===== src/rtl/best_fit_heap_allocator_core_assert.svh =====
// ---------------------------------------------------------------------------
// Assertion macros for the best-fit heap allocator
// Concurrent checks that can be compiled out with ASSERT_OFF.
// ---------------------------------------------------------------------------
`ifndef BEST_FIT_HEAP_ALLOCATOR_CORE_ASSERT_SVH
`define BEST_FIT_HEAP_ALLOCATOR_CORE_ASSERT_SVH
`ifndef ASSERT_OFF
`define BFHA_ASSERT(lbl, clk, rst_n, cond) \
  lbl: assert property (@(posedge clk) disable iff (!rst_n) (cond)) \
    else $error("assertion failed");
`define BFHA_ASSERT_NEXT(lbl, clk, rst_n, pre, post) \
  lbl: assert property (@(posedge clk) disable iff (!rst_n) (pre) |=> (post)) \
    else $error("assertion failed");
`else
`define BFHA_ASSERT(lbl, clk, rst_n, cond)
`define BFHA_ASSERT_NEXT(lbl, clk, rst_n, pre, post)
`endif
`endif


===== src/rtl/bfha_pkg.sv =====
// ---------------------------------------------------------------------------
// bfha_pkg
// Types and constants shared by the allocator cells and the top level.
// ---------------------------------------------------------------------------
package bfha_pkg;

  localparam int HEAP_BYTES = 4096;
  localparam int OFF_W      = 12;
  localparam int LEN_W      = 13;
  localparam int ST_W       = 3;

  localparam logic [ST_W-1:0] ST_OK     = 3'd0;
  localparam logic [ST_W-1:0] ST_NO_FIT = 3'd1;
  localparam logic [ST_W-1:0] ST_ZERO   = 3'd2;
  localparam logic [ST_W-1:0] ST_FULL   = 3'd3;
  localparam logic [ST_W-1:0] ST_NONE   = 3'd4;

  localparam logic ACT_ALLOC = 1'b0;
  localparam logic ACT_FREE  = 1'b1;

  typedef struct packed {
    logic             action;
    logic [LEN_W-1:0] request_size;
    logic [OFF_W-1:0] block_offset;
  } bfha_in_t;

  typedef struct packed {
    logic [OFF_W-1:0] granted_offset;
    logic [ST_W-1:0]  status;
  } bfha_out_t;

  typedef struct packed {
    logic             valid;
    logic             used;
    logic [OFF_W-1:0] start;
    logic [LEN_W-1:0] len;
  } seg_t;

  typedef enum logic [2:0] {
    CMD_NONE,
    CMD_SPLIT,
    CMD_MARK,
    CMD_CLEAR,
    CMD_MERGE
  } cmd_op_t;

  typedef struct packed {
    cmd_op_t          op;
    logic [LEN_W-1:0] size;
  } cmd_t;

  typedef struct packed {
    logic             action;
    logic [LEN_W-1:0] size;
    logic [OFF_W-1:0] offset;
  } scan_t;

  typedef struct packed {
    logic             found;
    logic             prev_free;
    logic             next_free;
    logic [LEN_W-1:0] len;
    logic [OFF_W-1:0] start;
  } tok_t;

endpackage


===== src/rtl/bfha_cell.sv =====
// ---------------------------------------------------------------------------
// bfha_cell
// One segment entry: applies broadcast edits and passes the scan token on.
// ---------------------------------------------------------------------------
module bfha_cell #(
  parameter int IW  = 6,
  parameter int IDX = 0
) (
  input  logic             clk,
  input  logic             rst_n,
  input  bfha_pkg::cmd_t   cmd,
  input  logic [IW-1:0]    cmd_idx,
  input  bfha_pkg::scan_t  scan,
  input  bfha_pkg::seg_t   left,
  input  bfha_pkg::seg_t   right,
  input  bfha_pkg::tok_t   tok_in,
  input  logic [IW-1:0]    tok_idx_in,
  output bfha_pkg::seg_t   seg_q,
  output bfha_pkg::tok_t   tok_out,
  output logic [IW-1:0]    tok_idx_out
);
  import bfha_pkg::*;

  localparam logic [IW:0] ME = (IW+1)'(IDX);

  seg_t          seg_r, seg_nxt;
  tok_t          tok_r, tok_nxt;
  logic [IW-1:0] tidx_r, tidx_nxt;
  logic [IW:0]   k, k1;
  logic          hit;

  assign k  = {1'b0, cmd_idx};
  assign k1 = k + 1'b1;

  always_comb begin
    seg_nxt = seg_r;
    case (cmd.op)
      CMD_SPLIT: begin
        if (ME == k) begin
          seg_nxt.len  = cmd.size;
          seg_nxt.used = 1'b1;
        end else if (ME == k1) begin
          seg_nxt.valid = 1'b1;
          seg_nxt.used  = 1'b0;
          seg_nxt.start = left.start + cmd.size[OFF_W-1:0];
          seg_nxt.len   = left.len - cmd.size;
        end else if (ME > k1) begin
          seg_nxt = left;
        end
      end
      CMD_MARK:  if (ME == k) seg_nxt.used = 1'b1;
      CMD_CLEAR: if (ME == k) seg_nxt.used = 1'b0;
      CMD_MERGE: begin
        if (ME == k) seg_nxt.len = seg_r.len + right.len;
        else if (ME > k) seg_nxt = right;
      end
      default: seg_nxt = seg_r;
    endcase
  end

  // advance the scan token by one entry
  always_comb begin
    tok_nxt  = tok_in;
    tidx_nxt = tok_idx_in;
    if (scan.action == ACT_ALLOC) begin
      hit = seg_r.valid && !seg_r.used && (seg_r.len >= scan.size) &&
            (!tok_in.found || (seg_r.len < tok_in.len));
    end else begin
      hit = !tok_in.found && seg_r.valid && (seg_r.start == scan.offset);
    end
    if (hit) begin
      tok_nxt.found     = 1'b1;
      tok_nxt.len       = seg_r.len;
      tok_nxt.start     = seg_r.start;
      tok_nxt.prev_free = left.valid && !left.used;
      tok_nxt.next_free = right.valid && !right.used;
      tidx_nxt          = IW'(IDX);
    end
  end

  always_ff @(posedge clk) begin
    if (!rst_n) begin
      if (IDX == 0) begin
        seg_r <= '{valid: 1'b1, used: 1'b0, start: '0, len: LEN_W'(HEAP_BYTES)};
      end else begin
        seg_r <= '0;
      end
    end else begin
      seg_r <= seg_nxt;
    end
    tok_r  <= tok_nxt;
    tidx_r <= tidx_nxt;
  end

  assign seg_q       = seg_r;
  assign tok_out     = tok_r;
  assign tok_idx_out = tidx_r;

endmodule


===== config.mk =====
export PLATFORM = sky130hd
export DESIGN_NAME = bfha_cell
export DESIGN_NICKNAME = d
export VERILOG_FILES = /design/src/rtl/best_fit_heap_allocator_core_assert.svh /design/src/rtl/bfha_pkg.sv /design/src/rtl/bfha_cell.sv
export SDC_FILE = /design/constraint.sdc
export NUM_CORES = 1
export LEC_CHECK = 0
export ABC_CLOCK_PERIOD_IN_PS = 7100
export BUFFER_PORTS_ARGS = -buffer_cell sky130_fd_sc_hd__buf_2
export CAP_MARGIN = 20
export CORE_MARGIN = 2
export CORE_UTILIZATION = 54
export DETAILED_ROUTE_END_ITERATION = 10
export HOLD_SLACK_MARGIN = 0.1
export PLACE_DENSITY = 0.95
export SYNTH_ARGS = -nofsm -noshare
export SYNTH_HDL_FRONTEND = slang
export SYNTH_SLANG_ARGS = --single-unit

===== constraint.sdc =====
create_clock -name clk -period 7.1 [get_ports clk]
set_input_delay 1.065 -clock clk [delete_from_list [all_inputs] [get_ports clk]]
set_output_delay 1.065 -clock clk [all_outputs]
set_load 0.05 [all_outputs]

==> metrics.cfg, run 1 <==
[placement]
gp_congestion = 0.9600
portBuffers = 191
hpwl_mm = 12.06

[grt]
antenna_found_initial = 0
grt_max_degree = 35
grt_overflow_total = 0
grt_util_all_layers_pct = 29.46
grt_pass1_wl_mm = 23.85
grt_pass1_vias = 4977

[floorplan]
die_h_um = 101.0
die-area_sq_mm = 0.01019
core-area_sq_mm = 0.009196
rows = 35
die_w_um = 101.0
initial_utilization_pct = 55.20
io-pin-count = 199

[clocking]
cts_root_buf = clkbuf_8
h-tree-depth = 3
cts-resized-gates = 0
post_cts_buffers = 0
clockBufferDepth = 2
hold_buffers = 0
path_clk_slew_ps = 70
cts_sinks = 61
numCtsBuffers = 9
tritoncts = built
clk_latency_ps = 340

[yosys]
ys_dominant_reg_cell = dfxtp_1
avgSynthCellArea_sq_um = 8.227
ys_seq_area_share_pct = 24.06
synthTopCellsByCount = ha_1, dfxtp_1, inv_1
syn_inst = 617
synth_cell_type_count = 59
synth_area_leader_cell = dfxtp_1
synth_area_leaders = dfxtp_1, ha_1, mux2_2
synth_top_area_share_pct = 24.06
synth-async-reset-ratio_pct = 0
syn-cell-area_sq_mm = 0.005076
ys_ff_latch = 61
synth_nets = 821
yosysWarnings = 0
synth.most_common_cell = ha_1
synth_edf_count = 0

[timing]
rsz0062_at_grt = false
worst_pin_slew_ps = 1033
drv_slew = 0
setup_viol = 0
period_needed_ps = 3574
fmax_ghz = 0.2798
tns_ps = 0
post-route-period-util_pct = 50.34
fin_skew_ps = 11.16
slew-limit-headroom_pct = 30.86
finalHoldViolCount = 0

[detailed_routing]
dr.pass1.iters = 6
wire_per_inst_um = 16.66
routed_via_density = 5.832
drc = 0
wl_mm = 15.26
vias = 5342
postRouteAntennaNets = 0
drtIter0Drc = 354

[power]
peakVddDrop_uv = 113.1
p_total_uw = 952.6
p_int_uw = 637.6
p_switching_uw = 315.0
seqPwrFrac_pct = 37.8
p_comb_share_pct = 28.9
pwr-share-clk_pct = 33.3
sw_frac_of_total_pct = 33.06
p_leak_uw = 0.003286
power_density_mw_per_mm2 = 151.7

[worst_hold_path]
min-delay-path-class = flop to flop
hold_start = seg_q[0]

[critical_path]
slowest_delay_ps = 740
crit_path_max_fanout = 20
required_ps = 7340
path_delay_family = simple AND/OR/NAND/NOR gates
cp_cell_sequence = buf_2 -> nor3_4 -> and3b_1 -> a31oi_1 -> nor3b_2 -> nor2_1 -> a211oi_1 -> a31oi_1 -> o211a_1
crit_slowest_cell = and3b_1
crit_arrival_ps = 3810
startpoint = cmd_idx[3]
r2r_start = seg_q[10]
critPathCaptureType = flop
critical_path_class = input pin to flop
path_buf_inv = 1
critPathMostFrequentCell = a31oi_1
critPathLaunchType = input pin

[layout]
final-seq-area_sq_mm = 0.001221
antenna_cells = 0
fill_cells = 767
multiInputGateArea_sq_mm = 0.003536
drive_gt1_share_pct = 30.68
nets = 1004
synthToLayoutAreaGrowth_pct = 23.74

[status]
status = finished clean

[flow_run]
cap_viol_max_count = 0

[power groups by stage]
stage	sequential, uW	clock [uW]	combinational [uW]
CTS	360	318	273
global placement	368	0	264
finish	360	317	276
detailed placement	368	0	271
global route	361	335	302
floorplan	419	0	134
[placed cells by master (no fill, tap or decap), drive strengths merged, types with 11 or more instances in the layout]
cell | Yosys | final
a31oi | 11 | 11
nand2 | 45 | 45
mux2 | 26 | 26
nor2 | 38 | 38
ha | 63 | 63
a21o | 17 | 17
o211ai | 18 | 18
inv | 55 | 56
dfxtp | 61 | 61
clkbuf | 12 | 11
buf | 10 | 194
nand3 | 12 | 12
xnor2 | 11 | 11
o21ai | 43 | 43
a21oi | 46 | 46
nor3 | 14 | 14
xor2 | 26 | 26
[cell families (layout without fill, tap and decap cells)]
family | after synthesis | count (layout) | share of synthesized area (%)
adder cells (fa/ha/maj) | 66 | 66 | 16.71
AND/OR/NAND/NOR | 158 | 158 | 15.28
AO/OA/AOI/OAI | 188 | 188 | 24.48
flip-flops | 61 | 61 | 24.06
multiplexers | 30 | 30 | 6.803
buffers and inverters | 77 | 265 | 6.285
XOR/XNOR | 37 | 37 | 6.384
[cell type report]
| class | count | area share, % |
|---|---|---|
| Clock inverter | 5 | 0.9363 |
| Tap cell | 111 | 2.211 |
| Inverter | 55 | 3.287 |
| Multi-Input combinational cell | 479 | 56.29 |
| Timing Repair Buffer | 194 | 15.58 |
| Clock buffer | 11 | 2.251 |
| Sequential cell | 61 | 19.44 |
[sequential cells by signal, indices dropped and copies added (netlist names)]
name         flops
seg_q           27
tok_idx_out      6
tok_out         28
[worst paths after layout]
path,slack [ps],cells past startpoint,to
min,550,2,seg_q[0]
min reg2reg,550,2,seg_q[0]
max reg2reg,4180,9,tok_out[2]
max,3530,9,seg_q[12]
[stage by stage]
stage	setup WS, ps	hold slack (ps)	cells	area [sq um]	util, %
detailed placement	3370	538.5	900	6081	66.12
finish	3526	554.7	916	6281	68.30
global route	3419	595.8	916	6281	68.30
CTS	3600	549.5	916	6281	68.30
floorplan	3992	704.3	617	5076	-
global placement	3432	505.8	900	6081	66.12
[worst min-delay path, stage by stage, from the launching register on]
cell	delay [ps]
dfxtp_1	370
nand2_1	70
a21boi_0	60
[layer usage]
metal  routed length (um)  up-vias  global-route usage (%)  part of all wire, %
met5                    0        -                       0                    0
met4                  427        0                   9.979                  2.8
met3                 1188       39                   5.617                  7.8
met2                 7324      253                   50.31                   48
met1                 6323     2465                   37.24                   41
li1                     -     2585                       -                    -
Note: power is estimated with default switching activity, not from simulation.
==> inputs of run 2 (changes only) <==
ABC_CLOCK_PERIOD_IN_PS = 3130   (was 7100)
CORE_UTILIZATION = 45   (was 54)
PLACE_DENSITY = 0.88   (was 0.95)
clock period = 3.13 ns   (was 7.1 ns; I/O delays follow)
==> run 2 against run 1 <==
Via count down 2.5%. Sequential share of layout area decreased by 0.60 points. Hold slack worse by 210 ps. Cell count up 4.1%. Clock power rose to 2.9 times the previous value. Largest cell class unchanged. Global-route usage is 5.0 points lower. Non-clock buffer count is 10 higher. Combinational power up 130%.
==> metrics.cfg, run 2 (same netlist as run 1, synthesis figures left out) <==
[critical_path]
critPathLaunchType = flop
reg2regPathDepth = 10
crit_path_max_fanout = 6
cp_cell_sequence = ha_1 -> fa_1 -> a211oi_1 -> o21ai_1 -> a31o_2 -> a21oi_1 -> xor2_1 -> o21ai_0 -> o311ai_0 -> a21boi_0
required_ps = 3340
crit_slowest_cell = fa_1
critical_path_class = flop to flop
crit_arrival_ps = 2880
critPathCaptureType = flop
slowest_delay_ps = 430

[floorplan]
die_w_um = 110.2
core-area_sq_mm = 0.01094
initial_utilization_pct = 46.42
io-pin-count = 199
die-area_sq_mm = 0.01215
die_h_um = 110.2
rows = 38

[detailed_routing]
dr.pass1.iters = 4
drtIter0Drc = 424
wl_mm = 15.10
vias = 5210
postRouteAntennaNets = 0
routed_via_density = 5.461
wire_per_inst_um = 15.83
drc = 0

[timing]
fmax_ghz = 0.3745
rsz0062_at_grt = false
setup_slack_ps = 460.0
period_needed_ps = 2670
worst_pin_slew_ps = 501.2
tns_ps = 0
setup_viol = 0
finalHoldViolCount = 0
fin_skew_ps = 8.886
post-route-period-util_pct = 85.30
drv_slew = 0
slew-limit-headroom_pct = 66.59

[layout]
largest_reg_flops = 28
antenna_cells = 0
nets = 1014
final_cell_mix = buf_2, ha_1, dfxtp_1
utilization_pct = 59.28
layout_commonest_cell = buf_2
drive_gt1_share_pct = 31.45
synthToLayoutAreaGrowth_pct = 27.71

[clocking]
numCtsBuffers = 9
hold_buffers = 0
cts-resized-gates = 0
clockBufferDepth = 2
post_cts_buffers = 0
clk_latency_ps = 340
h-tree-depth = 3
cts_root_buf = clkbuf_16
path_clk_slew_ps = 50
cts_sinks = 61
tritoncts = built

[power]
peakVddDrop_uv = 399.7
power_density_mw_per_mm2 = 365.2
p_leak_uw = 0.003377

[placement]
gp_congestion = 0.9655
portBuffers = 191
hpwl_mm = 12.51
dp_slack_ps = 263.0

[status]
status = finished clean

[worst_hold_path]
min-delay-path-class = input pin to flop
whs_path_depth = 2

[grt]
antenna_found_initial = 2
grt_util_all_layers_pct = 24.49
grt_pass1_wl_mm = 22.94
grt_pass1_vias = 4828
grt_overflow_total = 0
grt_max_degree = 35

[flow_run]
cap_viol_max_count = 0

run 2: report_power, final:
part	internal, uW	leakage, uW	switching (uW)
sequential	810	0.000504	9.15
clock	573	0.000135	348
combinational	251	0.00274	376
total	1630	0.00338	733
run 2: final cells by class:
class	instances	area, sq um
Inverter	55	206.4
Clock buffer	12	256.5
Timing Repair Buffer	204	1066
Fill cell	1010	4453
Clock inverter	3	21.27
Sequential cell	61	1221
Tap cell	140	175.2
Multi-Input combinational cell	479	3536
run 2: worst max-delay path, delay by kind of cell (launching register included):
| family | cells | cell delay (ps) |
|---|---|---|
| XOR/XNOR | 1 | 230 |
| flip-flops | 1 | 360 |
| AO/OA/AOI/OAI | 7 | 1300 |
| adder cells (fa/ha/maj) | 2 | 660 |
run 2: final timing paths:
check	startpoint	end	slack, ps
setup / recovery	seg_q[0]	seg_q[10]	460
hold / removal	tok_in[25]	tok_out[25]	350
setup reg to reg	seg_q[0]	seg_q[10]	460
hold reg to reg	seg_q[17]	seg_q[17]	540
run 2: layer usage:
metal	vias to the layer above	part of all wire (%)	GRT usage, %
met5	-	0.073	0
met4	2	1.9	9.732
met3	23	7.3	4.292
met2	195	48	41.63
met1	2374	43	30.66
li1	2616	-	-
run 2: metrics by stage:
| stage | hold slack, ps | area (sq um) | cells | power, uW |
|---|---|---|---|---|
| 2_1_floorplan | 576.1 | 5076 | 617 | 1254 |
| 3_3_place_gp | 521.2 | 6205 | 939 | 1440 |
| 6_report | 345.6 | 6482 | 954 | 2368 |
| 4_1_cts | 341.5 | 6482 | 954 | 2377 |
| 3_5_place_dp | 533.3 | 6205 | 939 | 1457 |
| 5_1_grt | 351.0 | 6482 | 954 | 2473 |
==> inputs of run 3 (changes only) <==
CORE_UTILIZATION = 46   (was 45)
CTS_BUF_LIST = sky130_fd_sc_hd__clkbuf_4 sky130_fd_sc_hd__clkbuf_8   (was unset)
PLACE_DENSITY = 0.89   (was 0.88)
==> run 3 against run 2 <==
First-iteration DRC count grew 0.47%. Clock-buffer cell count is 3 lower. Sequential cell count unchanged. Critical path depth did not move. Highest routed layer unchanged.
==> metrics.cfg, run 3 (same netlist as run 1, synthesis figures left out) <==
[layout]
fill_cells = 969
synthToLayoutAreaGrowth_pct = 26.45
utilization_pct = 59.47
nets = 1013
drive_gt1_share_pct = 31.57
largest_reg_flops = 28
antenna_cells = 0
final_cell_mix = buf_2, ha_1, dfxtp_1
layout_commonest_cell = buf_2

[clocking]
cts_sinks = 61
h-tree-depth = 3
clockBufferDepth = 2
tritoncts = built
hold_buffers = 0
cts-resized-gates = 0
post_cts_buffers = 0
clk_latency_ps = 350
numCtsBuffers = 9
path_clk_slew_ps = 80
cts_root_buf = clkbuf_8

[status]
status = finished clean

[placement]
dp_slack_ps = 314.2
portBuffers = 191
hpwl_mm = 12.50
gp_congestion = 0.9214

[power]
p_leak_uw = 0.003344
sw_frac_of_total_pct = 32.65
p_switching_uw = 733.3
power_density_mw_per_mm2 = 349.9
seqPwrFrac_pct = 36.4
peakVddDrop_uv = 266.0
p_comb_share_pct = 28.0
pwr-share-clk_pct = 35.6
p_int_uw = 1512

[timing]
fmax_ghz = 0.3786
setup_viol = 0
post-route-period-util_pct = 84.38
slew-limit-headroom_pct = 63.68
period_needed_ps = 2641
fin_skew_ps = 11.28
tns_ps = 0
drv_slew = 0
worst_pin_slew_ps = 537.9
setup_slack_ps = 488.9
finalHoldViolCount = 0
rsz0062_at_grt = false

[detailed_routing]
drtIter0Drc = 426
postRouteAntennaNets = 0
dr.pass1.iters = 5
wl_mm = 15.42
wire_per_inst_um = 16.17
vias = 5286
routed_via_density = 5.541
drc = 0

[grt]
grt_max_degree = 35
grt_overflow_total = 0
antenna_found_initial = 1
grt_pass1_wl_mm = 24.16
grt_util_all_layers_pct = 25.93
grt_pass1_vias = 5033

[critical_path]
critical_path_class = flop to flop
critPathLaunchType = flop
crit_path_max_fanout = 6
required_ps = 3360
crit_arrival_ps = 2870
r2r_slack_ps = 490
critPathCaptureType = flop

[worst_hold_path]
min-delay-path-class = input pin to flop

[flow_run]
cap_viol_max_count = 0

[floorplan]
die_w_um = 109.0
io-pin-count = 199
initial_utilization_pct = 47.03
rows = 38
die_h_um = 109.0
core-area_sq_mm = 0.01079
die-area_sq_mm = 0.01189

[run 3: cell types whose count changed in the layout (fill, tap and decap cells not counted), moves of 2 or more]
cell / previous run / this run
bufinv_16: 0 / 2
clkbuf_16: 9 / 0
clkbuf_8: 2 / 9
inv_6: 0 / 2
[run 3: final timing paths]
check / startpoint / endpoint / cells past startpoint
setup / recovery: seg_q[0] / seg_q[12] / 10
setup reg to reg: seg_q[0] / seg_q[12] / 10
hold / removal: tok_idx_in[0] / tok_idx_out[0] / 3
hold reg to reg: seg_q[17] / seg_q[17] / 2
[run 3: final cells by class]
| class | count | area [sq um] | share of cell area [%] |
|---|---|---|---|
| flip-flops and latches | 61 | 1221 | 19.03 |
| well taps | 140 | 175.2 | 2.729 |
| clock inverters | 7 | 97.59 | 1.520 |
| clock buffers | 9 | 123.9 | 1.930 |
| multi-input cells | 479 | 3536 | 55.09 |
| inverters | 55 | 206.4 | 3.216 |
| repair buffers | 203 | 1059 | 16.49 |
[run 3: metrics by stage]
stage | instance area [sq um] | std cells | power, uW | hold WS [ps]
floorplan | 5076 | 617 | 1254 | 576.1
global placement | 6197 | 938 | 1440 | 504.1
detailed placement | 6197 | 938 | 1461 | 519.3
CTS | 6419 | 954 | 2251 | 316.5
global route | 6419 | 954 | 2352 | 325.3
finish | 6419 | 954 | 2246 | 329.1
[run 3: critical path, stage by stage (launching register included)]
cell      delay, ps
dfxtp_1         360
ha_1            220
fa_1            430
a211oi_1        300
o21ai_1         180
a31o_2          240
a21oi_2         160
xnor2_1         100
a211oi_1        250
a31oi_1          80
o211a_1         220
[run 3: power groups by stage]
stage,registers [uW],logic (uW),clock network (uW)
global placement,834,606,0
CTS,818,628,806
floorplan,950,303,0
detailed placement,836,625,0
global route,821,692,839
finish,818,629,799
[run 3: routing by layer]
| layer | part of all wire, % | track usage [%] |
|---|---|---|
| met1 | 42 | 31.87 |
| met2 | 48 | 44.72 |
| met3 | 6.9 | 5.499 |
| met4 | 2.3 | 8.791 |
| met5 | 0.084 | 0 |
